--- config.mk ---
export PLATFORM = sky130hd
export DESIGN_NAME = trie_ram
export DESIGN_NICKNAME = d
export VERILOG_FILES = /design/src/hw/rtl/trie_ram.sv
export SDC_FILE = /design/constraint.sdc
export NUM_CORES = 1
export LEC_CHECK = 0
export BUFFER_PORTS_ARGS = -buffer_cell sky130_fd_sc_hd__buf_2
export CAP_MARGIN = 25
export CORE_AREA = 8 8 108 110
export CTS_CLUSTER_DIAMETER = 60
export DETAILED_ROUTE_END_ITERATION = 16
export DIE_AREA = 0 0 116 118
export GPL_TIMING_DRIVEN = 0
export PLACE_DENSITY = 0.75
export SLEW_MARGIN = 20
export SYNTH_ARGS = -nofsm -noshare
export SYNTH_HDL_FRONTEND = slang
export SYNTH_SLANG_ARGS = --single-unit
--- constraint.sdc ---
create_clock -name clk -period 1.7 [get_ports clk]
set_input_delay 0.34 -clock clk [delete_from_list [all_inputs] [get_ports clk]]
set_output_delay 0.34 -clock clk [all_outputs]
set_load 0.03 [all_outputs]
--- src/hw/rtl/trie_ram.sv ---
// Generic single-port-write, single-port-read synchronous RAM with a registered read.
// Read data holds its value while no read is issued. No dependencies.
module trie_ram #(
    parameter int WIDTH = 8,
    parameter int DEPTH = 16
) (
    input  logic                     clk,
    input  logic                     we,
    input  logic [$clog2(DEPTH)-1:0] waddr,
    input  logic [WIDTH-1:0]         wdata,
    input  logic                     re,
    input  logic [$clog2(DEPTH)-1:0] raddr,
    output logic [WIDTH-1:0]         rdata
);

    logic [WIDTH-1:0] mem [DEPTH];
    logic [WIDTH-1:0] rdata_reg;

    always_ff @(posedge clk)
    begin
        if (we)
        begin
            mem[waddr] <= wdata;
        end
        if (re)
        begin
            rdata_reg <= mem[raddr];
        end
    end

    assign rdata = rdata_reg;

endmodule

# Word-level counts from Yosys, hierarchy flattened
# Memories as Yosys holds them, arrays and structs flattened. A register that Yosys moved wholly into a read port is not among the register bits.
# Index checks and enable logic that the tools add are counted.
totals:
  memories: 1
  mem_bits_rw: 128
  inputBits: 19
  regBits: 0
  output_inout_bits: 8
  elab_cells: 3
mem_list:
  columns: ["memory", "words", "width", "read_ports", "rd_ports_with_merged_regs", "wr", "line", "source"]
  rows:
  - ["mem", 16, 8, 1, 1, 1, "16", "logic [WIDTH-1:0] mem [DEPTH];"]
classes:
  mux: 2
ops:
  columns: ["op", "count"]
  rows:
  - ["two-way mux 1 bit", 2]

# Longest topological paths before layout
depth:
  depth_word: 2
  ltp_mapped: 5

# Least setup slack after synthesis
# No wires, ideal clock.
synth_path:
  kind: "input to register"
  start: "in waddr[2]"
  end: "mem mem[0][0], enable pin"
  path_buffers: 0
  t_arrival_ns: 1.450
  required_time_ns: 1.317
  stages: 2
  slack_ns: -0.133
  setup_ns: 0.383
  path_cell_list: "or3b_2 -> nor3_1"
synth_lines:
  columns: ["element", "line", "source"]
  rows:
  - ["start, declared", "9", "input logic [$clog2(DEPTH)-1:0] waddr,"]
  - ["end, declared", "16", null]
# Straight into the memory's write port.

==> impl_metrics.tcl <==
set metrics [dict create \
    vdd_drop_max_v 0.0006814 \
    pwr-share-clk_pct 44.2 \
    fin_cells 422 \
    met3_usage_pct 5.387 \
    async_reset_ff_share_pct 0 \
    drt_first_pass_iters 4 \
    synth_nets 248 \
    final_area_um2 6077 \
    htree_levels 4 \
    chipWidth_um 116 \
    pin_count 27 \
    hold_buffers 0 \
    wl_mm 9.693 \
    final-hold-violation-count 0 \
    p_leak_nw 2.032 \
    cts-root-buf "clkbuf_8" \
    switching_share_pct 20.18 \
    cts_inserted_buffers 17 \
    synth.avg_cell_area_um2 22.83 \
    post_cts_resize_count 0 \
    critPathRequiredTime_ns 1.96 \
    ant_nets 0 \
    p_sw_mw 1.511 \
    fillers 745 \
    preCtsSetupSlack_ns -0.3438 \
    grt_max_degree 17 \
    drt_iter0_drc 166 \
    synth_common_cells "edfxtp_1, mux4_2, a22oi_1" \
    finalNetCount 292 \
    avgRoutedWirePerCell_um 22.97 \
    portBuffers 25 \
    syn_inst 229 \
    max-slew-margin-rel_pct 45.59 \
    hpwlAfterDp_mm 6.133 \
    cts_setup_buffers 0 \
    finalWorstSetupSlack_ns 0.08791 \
    ys_ff_latch 136 \
    end_kind "register" \
    fmax_mhz 620.3 \
    rsz0062_at_grt "no" \
    p_seq_share_pct 50.7 \
    p_comb_share_pct 5.1 \
    clockBufferDepth 2 \
    syn-cell-area_um2 5228 \
    drive_above_1_share_pct 30.07 \
    grt_use_total_pct 15.23 \
    maxCapViolCount 0 \
    antennaDiodeCount 0 \
    cts_sinks 136 \
    synth_flop_cell "edfxtp_1" \
    area_growth_pct 16.25 \
    start_util_pct 52.28 \
    synth-edff-count 136 \
    drv_slew 0 \
    coreArea_um2 10000 \
    hold_path.class "primary input to register" \
    layout_min_cycle_time_ns 1.612 \
    dp_cells 390 \
    clkTransAtPathRegs_ns 0.05 \
    skew_ns 0.005360 \
    synth_top_area_cell "edfxtp_1" \
    antenna_found_initial 0 \
    synth.distinct_cells 18 \
    cp-start-kind "register" \
    ys_seq_area_share_pct 78.12 \
    setup_violations 0 \
    grtUsageMet1_pct 19.03 \
    vias 2438 \
    power_mw 7.489 \
    met2_usage_pct 22.92 \
    die_y_um 118 \
    yosysMostFrequentCell "edfxtp_1" \
    timing_worst_setup_path_type "register to register" \
    crit_arrival_ns 1.87 \
    cp_max_fo 1 \
    grt_pass1_vias 2509 \
    tightest_slew_ns 0.8132 \
    busiest_layer "met2" \
    num_rows 37 \
    drc 0 \
    finalCritPeriodShare_pct 94.83 \
    synth_warnings 0 \
    grt_pass1_wl_mm 14.42 \
    cts_tree "done" \
    place.gp.congestion 0.7277 \
    post_drt_via_cell_ratio 5.777 \
    largest_reg_flops 128 \
    status "finished, final reports clean" \
    place_area_um2 5543 \
    intPower_mw 5.978 \
    synthTopCellsByArea "edfxtp_1, mux4_2, mux4_1" \
    clk_latency_ns 0.52 \
    grt_overflow_total 0 \
    fp.dieArea_um2 13690 \
    yosysTopAreaCellShare_pct 78.12 \
    power_density_nw_per_um2 1232 \
]
## through the flow
stage          hold WS (ns)  setup TNS (ns)  util [%]
6_report             0.1447               0     60.77
2_1_floorplan        0.4389               0         -
4_1_cts              0.1222               0     60.77
3_5_place_dp         0.6778          -13.58     55.43
3_3_place_gp         0.6765          -18.90     55.28
5_1_grt              0.1317               0     60.77
## cell families after synthesis
group	synth area share, %
flip-flops	78.12
AND/OR/NAND/NOR	3.136
multiplexers	14.79
AO/OA/AOI/OAI	2.298
buffers and inverters	1.651
## power groups by stage
stage / clock network [mW] / logic [mW] / registers (mW)
detailed placement: 0 / 0.383 / 3.86
CTS: 3.36 / 0.387 / 3.80
floorplan: 0 / 0.191 / 3.90
global placement: 0 / 0.371 / 3.86
finish: 3.31 / 0.382 / 3.80
global route: 3.48 / 0.405 / 3.80
## per-layer routing
layer / share of wire, % / routed length (um)
met2: 50 / 4851
met3: 6.7 / 648
met4: 2.3 / 224
met5: 0 / 0
met1: 41 / 3969
## critical path, cell delays in order, from the launching register on
cell and delay [ns]:
edfxtp_1 0.36, mux4_1 0.56, a22oi_1 0.31, nand2_1 0.12
## worst paths after layout
| kind | slack [ns] | from | depth (start not counted) | to |
|---|---|---|---|---|
| setup reg to reg | 0.09 | mem[5][0] | 3 | rdata[0] |
| hold / removal | 0.14 | re | 1 | rdata[0] |
| hold reg to reg | 0.76 | mem[11][2] | 3 | rdata[2] |
| setup / recovery | 0.09 | mem[5][0] | 3 | rdata[0] |
## cells in the final DEF (no fill, tap or decap), types with 4 or more instances in the layout
master and n:
nor3_2 4, clkbuf_16 16, buf_2 28, mux4_1 14
nor2_1 13, nand2_1 9, clkinv_2 9, a22oi_1 16
edfxtp_1 136, mux4_2 18
## area by class of cell
type / instances / area, um^2 / area share, %
plain buffers: 10 / 86.33 / 1.421
multi-input cells: 83 / 1077 / 17.73
clock inverters: 12 / 108.9 / 1.791
well taps: 136 / 170.2 / 2.800
flip-flops and latches: 136 / 4084 / 67.20
repair buffers: 25 / 125.1 / 2.059
clock buffers: 20 / 425.4 / 7.000
(Power assumes the default switching activity.)
