$ cat config.mk
export PLATFORM = sky130hd
export DESIGN_NAME = trie_walker_flat
export DESIGN_NICKNAME = d
export VERILOG_FILES = /design/src/hw/rtl/trie_pkg.sv /design/src/hw/rtl/trie_in_if.sv /design/src/hw/rtl/trie_out_if.sv /design/src/hw/rtl/trie_walker.sv /design/src/flat_wrapper.sv
export SDC_FILE = /design/constraint.sdc
export NUM_CORES = 1
export LEC_CHECK = 0
export ABC_AREA = 1
export BUFFER_PORTS_ARGS = -buffer_cell sky130_fd_sc_hd__buf_4
export CORE_ASPECT_RATIO = 1.5
export CORE_UTILIZATION = 45
export CTS_BUF_LIST = sky130_fd_sc_hd__clkbuf_4 sky130_fd_sc_hd__clkbuf_8 sky130_fd_sc_hd__clkbuf_16
export CTS_CLUSTER_DIAMETER = 150
export DETAILED_ROUTE_END_ITERATION = 8
export PLACE_DENSITY = 0.77
export SLEW_MARGIN = 10
export SYNTH_ARGS = -nofsm -noshare
export SYNTH_HDL_FRONTEND = slang
export SYNTH_SLANG_ARGS = --single-unit
$ cat constraint.sdc
create_clock -name clk -period 4.65 [get_ports clk]
set_input_delay 0.93 -clock clk [delete_from_list [all_inputs] [get_ports clk]]
set_output_delay 0.93 -clock clk [all_outputs]
set_load 0.05 [all_outputs]
$ cat src/hw/rtl/trie_pkg.sv
// Package for the prefix tree block: sizes of the node pool and the child-link
// store, action codes and the request structs passed to the memories.
// Depends on nothing; every other file of the block but trie_ram uses it.
package trie_pkg;

    localparam int NODE_COUNT = 1024;
    localparam int ALPHABET   = 26;

    localparam int NODE_W     = $clog2(NODE_COUNT);
    localparam int CNT_W      = $clog2(NODE_COUNT + 1);
    localparam int LINK_DEPTH = NODE_COUNT * ALPHABET;
    localparam int LINK_AW    = $clog2(LINK_DEPTH);

    localparam int ACTION_W = 2;
    localparam int SYM_W    = 5;
    localparam int TOTAL_W  = 32;
    localparam int USED_W   = 11;

    localparam logic [ACTION_W-1:0] ACT_INSERT = 2'd0;
    localparam logic [ACTION_W-1:0] ACT_EXACT  = 2'd1;
    localparam logic [ACTION_W-1:0] ACT_PREFIX = 2'd2;

    typedef struct packed {
        logic               we;
        logic [LINK_AW-1:0] waddr;
        logic [NODE_W-1:0]  wdata;
        logic               re;
        logic [LINK_AW-1:0] raddr;
    } link_req_t;

    typedef struct packed {
        logic              we;
        logic [NODE_W-1:0] waddr;
        logic              wdata;
        logic              re;
        logic [NODE_W-1:0] raddr;
    } mark_req_t;

endpackage

$ cat src/hw/rtl/trie_in_if.sv
// Input channel of the prefix tree block: at most one symbol of a word per item.
// Depends on trie_pkg for the field widths.
interface trie_in_if;
    logic                          valid;
    logic                          ready;
    logic [trie_pkg::ACTION_W-1:0] action;
    logic [trie_pkg::SYM_W-1:0]    symbol;
    logic                          has_symbol;
    logic                          last_symbol;

    modport source (output valid, action, symbol, has_symbol, last_symbol, input ready);
    modport sink (input valid, action, symbol, has_symbol, last_symbol, output ready);
endinterface

$ cat src/hw/rtl/trie_out_if.sv
// Result channel of the prefix tree block: one item per finished word.
// Depends on trie_pkg for the field widths.
interface trie_out_if;
    logic                         valid;
    logic                         ready;
    logic                         found;
    logic                         pool_overflow;
    logic [trie_pkg::TOTAL_W-1:0] total_words;
    logic [trie_pkg::USED_W-1:0]  nodes_used;

    modport source (output valid, found, pool_overflow, total_words, nodes_used, input ready);
    modport sink (input valid, found, pool_overflow, total_words, nodes_used, output ready);
endinterface

$ cat src/hw/rtl/trie_walker.sv
// Control of the prefix tree: clearing pass, the walk over child links, node
// allocation, word end handling and the result register.
// Depends on trie_pkg and the trie_in_if / trie_out_if interfaces.
module trie_walker (
    input  logic                        clk,
    input  logic                        rst_n,
    trie_in_if.sink                     sym_ch,
    trie_out_if.source                  res_ch,
    output trie_pkg::link_req_t         link_req,
    input  logic [trie_pkg::NODE_W-1:0] link_rdata,
    output trie_pkg::mark_req_t         mark_req,
    input  logic                        mark_rdata
);

    typedef enum logic [1:0] {
        S_CLEAR,
        S_IDLE,
        S_LINK,
        S_FINISH
    } state_t;

    state_t state_reg, state_next;

    logic [trie_pkg::LINK_AW-1:0]  clr_reg, clr_next;
    logic [trie_pkg::NODE_W-1:0]   walk_node_reg, walk_node_next;
    logic                          walk_failed_reg, walk_failed_next;
    logic                          walk_ovf_reg, walk_ovf_next;
    logic [trie_pkg::CNT_W-1:0]    alloc_reg, alloc_next;
    logic [trie_pkg::TOTAL_W-1:0]  total_reg, total_next;
    logic [trie_pkg::ACTION_W-1:0] act_reg, act_next;
    logic                          last_reg, last_next;
    logic [trie_pkg::LINK_AW-1:0]  slot_reg, slot_next;

    logic                          out_valid_reg, out_valid_next;
    logic                          out_found_reg, out_found_next;
    logic                          out_ovf_reg, out_ovf_next;
    logic [trie_pkg::TOTAL_W-1:0]  out_total_reg, out_total_next;
    logic [trie_pkg::USED_W-1:0]   out_used_reg, out_used_next;

    logic                          out_free;
    logic                          sym_ok;
    logic [trie_pkg::LINK_AW-1:0]  slot;
    logic [trie_pkg::NODE_W-1:0]   node_sel;

    assign sym_ch.ready         = (state_reg == S_IDLE);
    assign res_ch.valid         = out_valid_reg;
    assign res_ch.found         = out_found_reg;
    assign res_ch.pool_overflow = out_ovf_reg;
    assign res_ch.total_words   = out_total_reg;
    assign res_ch.nodes_used    = out_used_reg;

    assign out_free = !out_valid_reg || res_ch.ready;
    assign sym_ok   = ({{(32 - trie_pkg::SYM_W){1'b0}}, sym_ch.symbol}
                       < 32'(trie_pkg::ALPHABET));
    assign slot     = trie_pkg::LINK_AW'(walk_node_reg)
                      * trie_pkg::LINK_AW'(trie_pkg::ALPHABET)
                      + trie_pkg::LINK_AW'(sym_ch.symbol);

    always_comb
    begin
        state_next       = state_reg;
        clr_next         = clr_reg;
        walk_node_next   = walk_node_reg;
        walk_failed_next = walk_failed_reg;
        walk_ovf_next    = walk_ovf_reg;
        alloc_next       = alloc_reg;
        total_next       = total_reg;
        act_next         = act_reg;
        last_next        = last_reg;
        slot_next        = slot_reg;
        out_valid_next   = out_valid_reg;
        out_found_next   = out_found_reg;
        out_ovf_next     = out_ovf_reg;
        out_total_next   = out_total_reg;
        out_used_next    = out_used_reg;
        link_req         = '0;
        mark_req         = '0;
        node_sel         = walk_node_reg;

        if (out_valid_reg && res_ch.ready)
        begin
            out_valid_next = 1'b0;
        end

        case (state_reg)
            S_CLEAR:
            begin
                // Sweep the link store; the mark store is cleared alongside it at the low addresses.
                link_req.we    = 1'b1;
                link_req.waddr = clr_reg;
                link_req.wdata = '0;
                if (clr_reg < trie_pkg::LINK_AW'(trie_pkg::NODE_COUNT))
                begin
                    mark_req.we    = 1'b1;
                    mark_req.waddr = trie_pkg::NODE_W'(clr_reg);
                    mark_req.wdata = 1'b0;
                end
                if (clr_reg == trie_pkg::LINK_AW'(trie_pkg::LINK_DEPTH - 1))
                begin
                    state_next = S_IDLE;
                end
                else
                begin
                    clr_next = clr_reg + 1'b1;
                end
            end
            S_IDLE:
            begin
                if (sym_ch.valid)
                begin
                    act_next       = sym_ch.action;
                    last_next      = sym_ch.last_symbol;
                    mark_req.re    = 1'b1;
                    mark_req.raddr = walk_node_reg;
                    state_next     = sym_ch.last_symbol ? S_FINISH : S_IDLE;
                    if (sym_ch.has_symbol && !walk_failed_reg)
                    begin
                        if (sym_ok)
                        begin
                            link_req.re    = 1'b1;
                            link_req.raddr = slot;
                            slot_next      = slot;
                            state_next     = S_LINK;
                        end
                        else
                        begin
                            walk_failed_next = 1'b1;
                        end
                    end
                end
            end
            S_LINK:
            begin
                if (link_rdata != '0)
                begin
                    node_sel = link_rdata;
                end
                else if (act_reg != trie_pkg::ACT_INSERT)
                begin
                    walk_failed_next = 1'b1;
                end
                else if (alloc_reg >= trie_pkg::CNT_W'(trie_pkg::NODE_COUNT))
                begin
                    walk_failed_next = 1'b1;
                    walk_ovf_next    = 1'b1;
                end
                else
                begin
                    node_sel       = trie_pkg::NODE_W'(alloc_reg);
                    link_req.we    = 1'b1;
                    link_req.waddr = slot_reg;
                    link_req.wdata = trie_pkg::NODE_W'(alloc_reg);
                    alloc_next     = alloc_reg + 1'b1;
                end
                walk_node_next = node_sel;
                // The mark of the node just reached is fetched for a word end.
                mark_req.re    = 1'b1;
                mark_req.raddr = node_sel;
                state_next     = last_reg ? S_FINISH : S_IDLE;
            end
            S_FINISH:
            begin
                if (out_free)
                begin
                    out_found_next = 1'b0;
                    out_ovf_next   = 1'b0;
                    case (act_reg)
                        trie_pkg::ACT_INSERT:
                        begin
                            if (walk_ovf_reg)
                            begin
                                out_ovf_next = 1'b1;
                            end
                            else if (!walk_failed_reg)
                            begin
                                mark_req.we    = 1'b1;
                                mark_req.waddr = walk_node_reg;
                                mark_req.wdata = 1'b1;
                                out_found_next = 1'b1;
                                if (total_reg != '1)
                                begin
                                    total_next = total_reg + 1'b1;
                                end
                            end
                        end
                        trie_pkg::ACT_EXACT:
                        begin
                            out_found_next = !walk_failed_reg && mark_rdata;
                        end
                        default:
                        begin
                            out_found_next = !walk_failed_reg;
                        end
                    endcase
                    out_total_next   = total_next;
                    out_used_next    = trie_pkg::USED_W'(alloc_reg);
                    out_valid_next   = 1'b1;
                    walk_node_next   = '0;
                    walk_failed_next = 1'b0;
                    walk_ovf_next    = 1'b0;
                    state_next       = S_IDLE;
                end
            end
            default:
            begin
                state_next = S_IDLE;
            end
        endcase
    end

    always_ff @(posedge clk or negedge rst_n)
    begin
        if (!rst_n)
        begin
            state_reg       <= S_CLEAR;
            clr_reg         <= '0;
            walk_node_reg   <= '0;
            walk_failed_reg <= 1'b0;
            walk_ovf_reg    <= 1'b0;
            alloc_reg       <= trie_pkg::CNT_W'(1);
            total_reg       <= '0;
            act_reg         <= '0;
            last_reg        <= 1'b0;
            slot_reg        <= '0;
            out_valid_reg   <= 1'b0;
            out_found_reg   <= 1'b0;
            out_ovf_reg     <= 1'b0;
            out_total_reg   <= '0;
            out_used_reg    <= '0;
        end
        else
        begin
            state_reg       <= state_next;
            clr_reg         <= clr_next;
            walk_node_reg   <= walk_node_next;
            walk_failed_reg <= walk_failed_next;
            walk_ovf_reg    <= walk_ovf_next;
            alloc_reg       <= alloc_next;
            total_reg       <= total_next;
            act_reg         <= act_next;
            last_reg        <= last_next;
            slot_reg        <= slot_next;
            out_valid_reg   <= out_valid_next;
            out_found_reg   <= out_found_next;
            out_ovf_reg     <= out_ovf_next;
            out_total_reg   <= out_total_next;
            out_used_reg    <= out_used_next;
        end
    end

    a_alloc_range: assert property (@(posedge clk) disable iff (!rst_n)
        (alloc_reg >= trie_pkg::CNT_W'(1))
        && (alloc_reg <= trie_pkg::CNT_W'(trie_pkg::NODE_COUNT)))
        else $error("node count left its range");

    a_alloc_only_in_link: assert property (@(posedge clk) disable iff (!rst_n)
        (alloc_reg != $past(alloc_reg)) |-> ($past(state_reg) == S_LINK))
        else $error("node allocated outside a link update");

    a_result_after_finish: assert property (@(posedge clk) disable iff (!rst_n)
        $rose(out_valid_reg) |-> ($past(state_reg) == S_FINISH))
        else $error("result raised without a word end");

    a_link_write_source: assert property (@(posedge clk) disable iff (!rst_n)
        link_req.we |-> ((state_reg == S_CLEAR) || (state_reg == S_LINK)))
        else $error("unexpected child-link write");

    a_ovf_implies_fail: assert property (@(posedge clk) disable iff (!rst_n)
        walk_ovf_reg |-> walk_failed_reg)
        else $error("overflow without a failed walk");

endmodule

$ cat src/flat_wrapper.sv
// flat-port wrapper written by rule: the top's interface ports become plain ports
module trie_walker_flat 
  (clk, rst_n, link_req, link_rdata, mark_req, mark_rdata, sym_ch_valid, sym_ch_action, sym_ch_symbol, sym_ch_has_symbol, sym_ch_last_symbol, sym_ch_ready, res_ch_valid, res_ch_found, res_ch_pool_overflow, res_ch_total_words, res_ch_nodes_used, res_ch_ready);
  trie_in_if sym_ch_i ();
  trie_out_if res_ch_i ();
  input  logic clk;
  input  logic rst_n;
  output trie_pkg::link_req_t link_req;
  input  logic [trie_pkg::NODE_W-1:0] link_rdata;
  output trie_pkg::mark_req_t mark_req;
  input  logic mark_rdata;
  input wire logic [$bits(sym_ch_i.valid)-1:0] sym_ch_valid;
  input wire logic [$bits(sym_ch_i.action)-1:0] sym_ch_action;
  input wire logic [$bits(sym_ch_i.symbol)-1:0] sym_ch_symbol;
  input wire logic [$bits(sym_ch_i.has_symbol)-1:0] sym_ch_has_symbol;
  input wire logic [$bits(sym_ch_i.last_symbol)-1:0] sym_ch_last_symbol;
  output wire logic [$bits(sym_ch_i.ready)-1:0] sym_ch_ready;
  output wire logic [$bits(res_ch_i.valid)-1:0] res_ch_valid;
  output wire logic [$bits(res_ch_i.found)-1:0] res_ch_found;
  output wire logic [$bits(res_ch_i.pool_overflow)-1:0] res_ch_pool_overflow;
  output wire logic [$bits(res_ch_i.total_words)-1:0] res_ch_total_words;
  output wire logic [$bits(res_ch_i.nodes_used)-1:0] res_ch_nodes_used;
  input wire logic [$bits(res_ch_i.ready)-1:0] res_ch_ready;
  assign sym_ch_i.valid = sym_ch_valid;
  assign sym_ch_i.action = sym_ch_action;
  assign sym_ch_i.symbol = sym_ch_symbol;
  assign sym_ch_i.has_symbol = sym_ch_has_symbol;
  assign sym_ch_i.last_symbol = sym_ch_last_symbol;
  assign sym_ch_ready = sym_ch_i.ready;
  assign res_ch_valid = res_ch_i.valid;
  assign res_ch_found = res_ch_i.found;
  assign res_ch_pool_overflow = res_ch_i.pool_overflow;
  assign res_ch_total_words = res_ch_i.total_words;
  assign res_ch_nodes_used = res_ch_i.nodes_used;
  assign res_ch_i.ready = res_ch_ready;
  trie_walker u_core (.clk(clk), .rst_n(rst_n), .sym_ch(sym_ch_i), .res_ch(res_ch_i), .link_req(link_req), .link_rdata(link_rdata), .mark_req(mark_req), .mark_rdata(mark_rdata));
endmodule
After elaboration in Yosys (flattened, before gate mapping) --
Cells that the tools add are included.
Word-level totals: flip-flop bits (word level) 104, input bits 24, output and inout port bits 112, logic and storage cells 117
Cells by class: add/subtract/negate cells 4, multiply operators 1, $lt $le $gt $ge 3, eq/ne operators 15, mux-type cells 52, bitwise operators 6, reduce and logical (&&, ||, !) cells 22
Operator list (number):
- $mux 32 | 4
- $mux 26 | 3
- $mux 16 | 4
- $mux 12 | 5
- $pmux 26 s2 | 1
- $mux 10 | 4
- $add 32x1->32 const B | 1
- $ne 32x32->1 const B | 1
- $pmux 12 s2 | 1
- $pmux 11 s2 | 1
- $pmux 10 s2 | 1
- $mux 1 | 16
- $add 15x1->15 const B | 1
- $add 15x5->15 | 1
- $eq 15x15->1 const B | 1
- $lt 15x11->1 const B | 1
- $mul 10x4->14 const B | 1
- $mux 2 | 7
- $add 11x1->11 const B | 1
- $ge 11x11->1 const B | 1
- $mux 11 | 1
- $reduce_bool 10->1 | 1
- $ne 2x1->1 const B | 4
- $ne 2x2->1 const B | 4
- 20 further kinds | 37

Depth between registers and ports, before layout --
Gate-level depths: netlist of run 1.
word-level depth 6, depth in mapped cells 18, mapped depth without buffers 18

Worst setup path before layout of run 1 --
OpenSTA, ideal clock, no wires.
kind register to output, start register u_core.walk_node_reg[1] (netlist name), end output link_req[12] (netlist name), data arrival time 3345 ps, required time 3720 ps, path slack 375 ps, stages on the path, launching flop included 14, path buffers 0, cells stage by stage dfrtp_1 ha_1 fa_1 fa_1 nand2_1 nor2_1 nand2_1 nand3_1 nand2_1 nor2_2 nand3_2 o21ai_0 nand2_1 nor2_1
RTL lines:
- start: declaration | line trie_walker.sv:25 | logic [trie_pkg::NODE_W-1:0] walk_node_reg, walk_node_next;
- start signal: assignment | line trie_walker.sv:235 | walk_node_reg <= walk_node_next;
- end: declaration | line flat_wrapper.sv:8 | output trie_pkg::link_req_t link_req;

==> results of run 1 <==
## layout by cell type (no fill, tap or decap), types with 2 or more instances in the layout
cell type   count
nand3b_1        3
o21bai_1        3
dfrtp_1       101
xnor2_1         9
nand2_1       242
nor2_2          8
clkbuf_16       9
fa_1            6
nand2_2         2
inv_1         136
fa_2            2
nor2_1         91
o21ai_1        11
clkinvlp_4      3
nand3_2         3
nor4_1          7
xor2_1         46
nor3_2          2
ha_1           36
mux2_2          2
o22ai_1        26
nand4_1        19
nand3_1        44
o21ai_0        52
a21oi_1        29
nor3_1         24
inv_2           4
a31oi_1         3
dfrtp_2         2
o21ai_2         2
buf_4         142
## worst register-to-register path, delay by kind of cell, from the launching register on
kind / cells / cell delay [ns]
flip-flops: 1 / 0.46
AND/OR/NAND/NOR: 11 / 1.09
adder cells (fa/ha/maj): 4 / 1.47
## area by class of cell
class / instances / area [um^2] / share of cell area [%]
clock buffer: 10 / 233 / 2.72
clock inverter: 6 / 51.3 / 0.600
inverter: 141 / 529 / 6.20
multi-input combinational: 683 / 3810 / 44.6
sequential: 104 / 2610 / 30.5
tap: 199 / 249 / 2.91
timing repair buffer: 142 / 1070 / 12.5
## cells by family after synthesis
| group | after synthesis |
|---|---|
| compound gates | 130 |
| flops | 104 |
| simple gates | 450 |
| mux | 2 |
| fa+ha+maj | 44 |
| xor+xnor | 57 |
| buf+inv | 164 |
## per-layer routing
| metal | share of wire (%) | track usage [%] | routed length (um) | up-vias |
|---|---|---|---|---|
| met5 | 0 | 0 | 0 | - |
| met2 | 51 | 47.2 | 10700 | 236 |
| met1 | 40 | 30.1 | 8270 | 3128 |
| li1 | - | - | - | 3313 |
| met4 | 4.7 | 14.7 | 970 | 0 |
| met3 | 4.4 | 3.77 | 914 | 64 |
## final timing paths
kind	start	to	slack, ns	depth (start not counted)
max	u_core.walk_node_reg[0]	link_req[14]	0.15	17
min	u_core.clr_reg[5]	u_core.clr_reg[5]	0.47	1
max reg2reg	u_core.walk_node_reg[0]	u_core.slot_reg[14]	1.53	15
min reg2reg	u_core.clr_reg[5]	u_core.clr_reg[5]	0.47	1
max in group asynchronous	rst_n	u_core.clr_reg[10]	3.17	2
min in group asynchronous	rst_n	u_core.res_ch.total_words[6]	0.58	1
## power groups by stage
| stage | logic, W | registers (W) | clock network (W) |
|---|---|---|---|
| global route | 0.00295 | 0.00140 | 0.000805 |
| finish | 0.00270 | 0.00137 | 0.000751 |
| floorplan | 0.00163 | 0.00162 | 0 |
| detailed placement | 0.00266 | 0.00138 | 0 |
| global placement | 0.00264 | 0.00138 | 0 |
| CTS | 0.00268 | 0.00137 | 0.000774 |
## timing repair
item | 4_1_cts | 5_1_grt
setup buffers | 0 | 1
hold buffers | 0 | 0
endpoints found under the setup margin | 0 | 4
resized for setup | 0 | 5
## through the flow
| stage | utilization (%) | cell area (um^2) | cells | total power [W] | hold WS [ns] |
|---|---|---|---|---|---|
| detailed placement | 54.2 | 8240 | 1268 | 0.00405 | 0.458 |
| floorplan | - | 7050 | 951 | 0.00325 | 0.442 |
| finish | 56.2 | 8540 | 1285 | 0.00482 | 0.467 |
| global placement | 54.2 | 8240 | 1268 | 0.00402 | 0.457 |
| global route | 56.2 | 8540 | 1285 | 0.00516 | 0.484 |
| CTS | 56.1 | 8530 | 1284 | 0.00482 | 0.476 |
==> metrics.cfg, run 1 <==
[outcome]
status=completed

[synth]
synth_top_area_share_pct=36.6
syn_area_mm2=0.00705
synth_area_leaders=dfrtp_1, nand2_1, inv_1, ha_1, xor2_1
yosysMostFrequentCell=nand2_1
synth_compound_area_share_pct=10.1
yosys.area_share.xor_xnor_pct=7.29
synth_nets=1019
avgSynthCellArea_um2=7.41
async_flop_share_pct=100
synth-simple-area-share_pct=27.5
synth-edff-count=0
synth_top_family_by_area=simple AND/OR/NAND/NOR gates
ys_seq_area_share_pct=36.9
synth.top_cells.by_count=nand2_1, inv_1, dfrtp_1
synth_warnings=0
synth_cells=951
yosysTopAreaCell=dfrtp_1
ys_dominant_reg_cell=dfrtp_1
synth_adder_area_share_pct=8.66
synthMuxAreaShare_pct=0.319
ys_ff_latch=104
yosysUniqueCellTypes=42

[global_route]
grt_usage_pct=26.4
antenna_found_initial=0
grt_overflow=0
grt_pass1_wl_mm=33.1
grt_max_degree=48
grt_pass1_vias=6633

[timing]
finalHoldViolCount=0
rsz0062_at_grt=no
layout_setup_ws_ns=0.150
finalCriticalPeriod_ns=4.50
maxSlewHeadroom_pct=59.4
setup_violations=0
worst_pin_slew_ns=0.609
fin_crit_sh_pct=96.8
finalSetupTns_ns=0
slew_viol_final=0
fin_skew_ns=0.00934
fmax_mhz=222

[critical_path]
slowest_delay_ns=0.60
crit_slowest_cell=fa_2
worstPathRequired_ns=3.72
critPathTopFamily=adder cells
path_common_cell=nand2_1
critPathLaunchType=flip-flop
setup.worst_path.end_class=output port
path_class=flip-flop to output port
path_buf_inv=2
cp_max_fo=6
crit_chain=ha_1, ha_1, ha_1, fa_2, nand2_1, nor2_1, nand2_1, nand3_1, nand2_1, nor2_2, nand3_2, nor2_2, nand2_1, nand2_1, nand3_1, inv_1, buf_4
crit_arrival_ns=3.57

[placement]
place_congestion=0.950
port_buffers=135
hpwl_mm=16.4
pre_cts_slack_ns=0.461

[die]
core_area_mm2=0.0152
die_h_um=155
die_w_um=104
pin_count=136
row_count=55
start_util_pct=46.4
dieArea_mm2=0.0162

[clock_network]
cts_tree=done
h-tree-depth=3
clock_latency_ns=0.36
cts.sink_count=104
clock_path_buffers=2
clk_pin_slew_ns=0.08
cts_made_buffers=9
cts-root-buf=clkbuf_16

[finish]
nets=1149
largest_register_ffs=32
syn_to_final_growth_pct=21.2
final.fill_count=1449
drive_gt1_share_pct=17.7
n_antenna_cell=0

[power_and_ir_drop]
intPower_w=0.00236
p_seq_share_pct=28.4
p_leak_nw=4.38
switching_share_pct=51.0
p_sw_w=0.00246
peakVddDrop_v=0.000480
clock_power_share_pct=15.6
combPwrFrac_pct=56.0
powerDensity_mw_per_mm2=564

[routing]
firstDrtPassIters=5
via_per_inst=5.25
vias=6741
antenna_left=0
drc=0
drt_wl_total_mm=20.8
post_drt_wl_per_cell_um=16.2
drt_iter0_markers=434

[worst_hold_path]
hold_class=flip-flop to flip-flop

[flow_run]
cap_violations=0

(Power assumes the default switching activity.)
==> inputs of run 2 (changes only) <==
Settings changed: ABC_AREA 1 to not set, PLACE_DENSITY 0.77 to 0.78.
==> metrics.cfg, run 2 <==
[synth]
synth-edff-count=0
synth_cells=656
synth_top_area_share_pct=40.6
syn_area_mm2=0.00635
yosysTopAreaCell=dfrtp_1
synth_adder_area_share_pct=9.62
ys_ff_latch=104
synth_area_leaders=dfrtp_1, ha_1, xnor2_1, nand2_1, a22o_1
async_flop_share_pct=100
synth_compound_area_share_pct=16.4
synth_nets=724
synth.top_cells.by_count=dfrtp_1, nand2_1, xnor2_1
ys_dominant_reg_cell=dfrtp_1
yosysUniqueCellTypes=60
synthMuxAreaShare_pct=2.80
synth_top_family_by_area=simple AND/OR/NAND/NOR gates
synth-simple-area-share_pct=18.5
yosys.area_share.xor_xnor_pct=8.83
yosysMostFrequentCell=dfrtp_1
ys_seq_area_share_pct=41.0
avgSynthCellArea_um2=9.68
synth_warnings=0

[critical_path]
critPathLaunchType=flip-flop
critPathTopFamily=compound AO/OA/AOI/OAI gates
r2r_cells=11
crit_slowest_cell=or4_4
crit_arrival_ns=3.93
rr_endpoint=u_core.slot_reg[14]
reg2reg_slack_ns=1.12
crit_chain=ha_4, inv_2, fa_1, inv_2, ha_4, a211o_1, a2111o_1, o311ai_4, o211ai_1, or4_4, a21oi_4, buf_6
r2r_start=u_core.walk_node_reg[2]
cp_max_fo=5
slowest_delay_ns=0.60
path_class=flip-flop to output port
setup.worst_path.end_class=output port
path_buf_inv=3
worstPathRequired_ns=3.72

[die]
row_count=52
dieArea_mm2=0.0146
die_h_um=147
start_util_pct=46.5
core_area_mm2=0.0137
die_w_um=99.0
pin_count=136

[global_route]
grt_overflow=0
grt_usage_pct=22.1
antenna_found_initial=0
grt_max_degree=57
grt_pass1_vias=5418
grt_pass1_wl_mm=25.9

[finish]
final_util_pct=61.0
design_area_mm2=0.00834
largest_register_ffs=32
drive_gt1_share_pct=28.8
layout_common_cells=buf_4, dfrtp_1, nand2_1
nets=894
syn_to_final_growth_pct=31.3
n_antenna_cell=0
final_common_cell=buf_4

[power_and_ir_drop]
p_leak_nw=4.21
combPwrFrac_pct=64.2
p_sw_w=0.00268
clock_power_share_pct=13.6
p_seq_share_pct=22.2
power.total_w=0.00570
intPower_w=0.00302
peakVddDrop_v=0.000365
switching_share_pct=47.0
powerDensity_mw_per_mm2=684

[worst_hold_path]
hold_class=flip-flop to flip-flop
hold_start=u_core.slot_reg[3]
hold-path-cell-count=1
hold_end=u_core.slot_reg[3]

[timing]
rsz0062_at_grt=yes
maxSlewHeadroom_pct=45.6
finalCriticalPeriod_ns=4.86
setup_violations=3
layout_setup_ws_ns=-0.215
fmax_mhz=206
finalHoldViolCount=0
fin_crit_sh_pct=105
worst_pin_slew_ns=0.813
slew_viol_final=0
fin_skew_ns=0.0135

[routing]
vias=5635
antenna_left=0
via_per_inst=5.67
firstDrtPassIters=7
drt_wl_total_mm=16.3
post_drt_wl_per_cell_um=16.4
drc=0
drt_iter0_markers=173

[flow_run]
cap_violations=0

[clock_network]
cts-root-buf=clkbuf_16
h-tree-depth=3
cts_made_buffers=9
clk_pin_slew_ns=0.08
cts.sink_count=104
clock_latency_ns=0.36
cts_tree=done
clock_path_buffers=2

[placement]
place_congestion=0.904
pre_cts_slack_ns=0.0223
place_area_mm2=0.00774
hpwl_mm=12.1
port_buffers=135

[outcome]
violations=setup timing
status=complete, but fails checks

run 2: changes by cell type after synthesis, moves of 15 or more:
cell     previous run  this run
xor2_1             46        24
xnor2_1             9        40
nor2_1             91        27
o22ai_1            26         0
a21o_1              0        15
inv_1             136        22
o21ai_0            53        24
nand3_1            44        18
nand2_1           242        83
a22o_1              0        24
and3_1              1        19
run 2: routing by layer:
layer / GRT usage (%) / wire length (um)
met3: 2.32 / 680
met5: 0 / 0
met2: 38.0 / 8310
met4: 8.43 / 273
met1: 28.6 / 7050
run 2: cells by family (layout without fill, tap and decap cells):
group,after synthesis,count (layout)
AND/OR/NAND/NOR,227,227
AO/OA/AOI/OAI,153,153
flip-flops,104,104
XOR/XNOR,64,64
buffers and inverters,48,223
adder cells (fa/ha/maj),44,44
multiplexers,16,16
run 2: timing repair:
action,CTS,global route
resized for setup,9,17
buffers inserted,8,10
pin swaps,10,20
hold buffers,0,0
endpoints found under the setup margin,4,4
gates cloned,0,0
run 2: worst max path at each step:
| stage | startpoint | endpoint | slack, ns | cells after the start |
|---|---|---|---|---|
| 6_report | u_core.walk_node_reg[2] | link_req[14] | -0.21 | 12 |
| 5_1_grt | u_core.walk_node_reg[2] | link_req[14] | -0.32 | 12 |
| 4_1_cts | u_core.walk_node_reg[2] | link_req[14] | -0.19 | 10 |
| 3_5_place_dp | u_core.walk_node_reg[2] | link_req[14] | 0.02 | 10 |
| 3_3_place_gp | u_core.walk_node_reg[1] | link_req[14] | 0.06 | 10 |
| 2_1_floorplan | u_core.walk_node_reg[1] | link_req[13] | 0.009 | 9 |
run 2: metrics by stage:
stage	hold WS, ns	instances	TNS (ns)
CTS	0.483	983	-0.497
global placement	0.459	959	0
global route	0.493	993	-0.929
floorplan	0.450	656	0
finish	0.480	993	-0.495
detailed placement	0.467	959	0
run 2: layout make-up:
cell class / instances / area, um^2
clock inverters: 7 / 85.1
inverters: 23 / 86.3
multi-input cells: 504 / 3720
clock buffers: 9 / 225
flip-flops and latches: 104 / 2610
well taps: 162 / 203
repair buffers: 184 / 1410
fillers: 1126 / 5330
run 2: power groups by stage:
stage                     clock network, W  registers (W)  logic, W
after floorplan                          0        0.00136   0.00212
after global placement                   0        0.00126   0.00310
after detailed placement                 0        0.00127   0.00312
after CTS                         0.000787        0.00126   0.00331
after global routing              0.000822        0.00129   0.00395
final                             0.000774        0.00127   0.00366
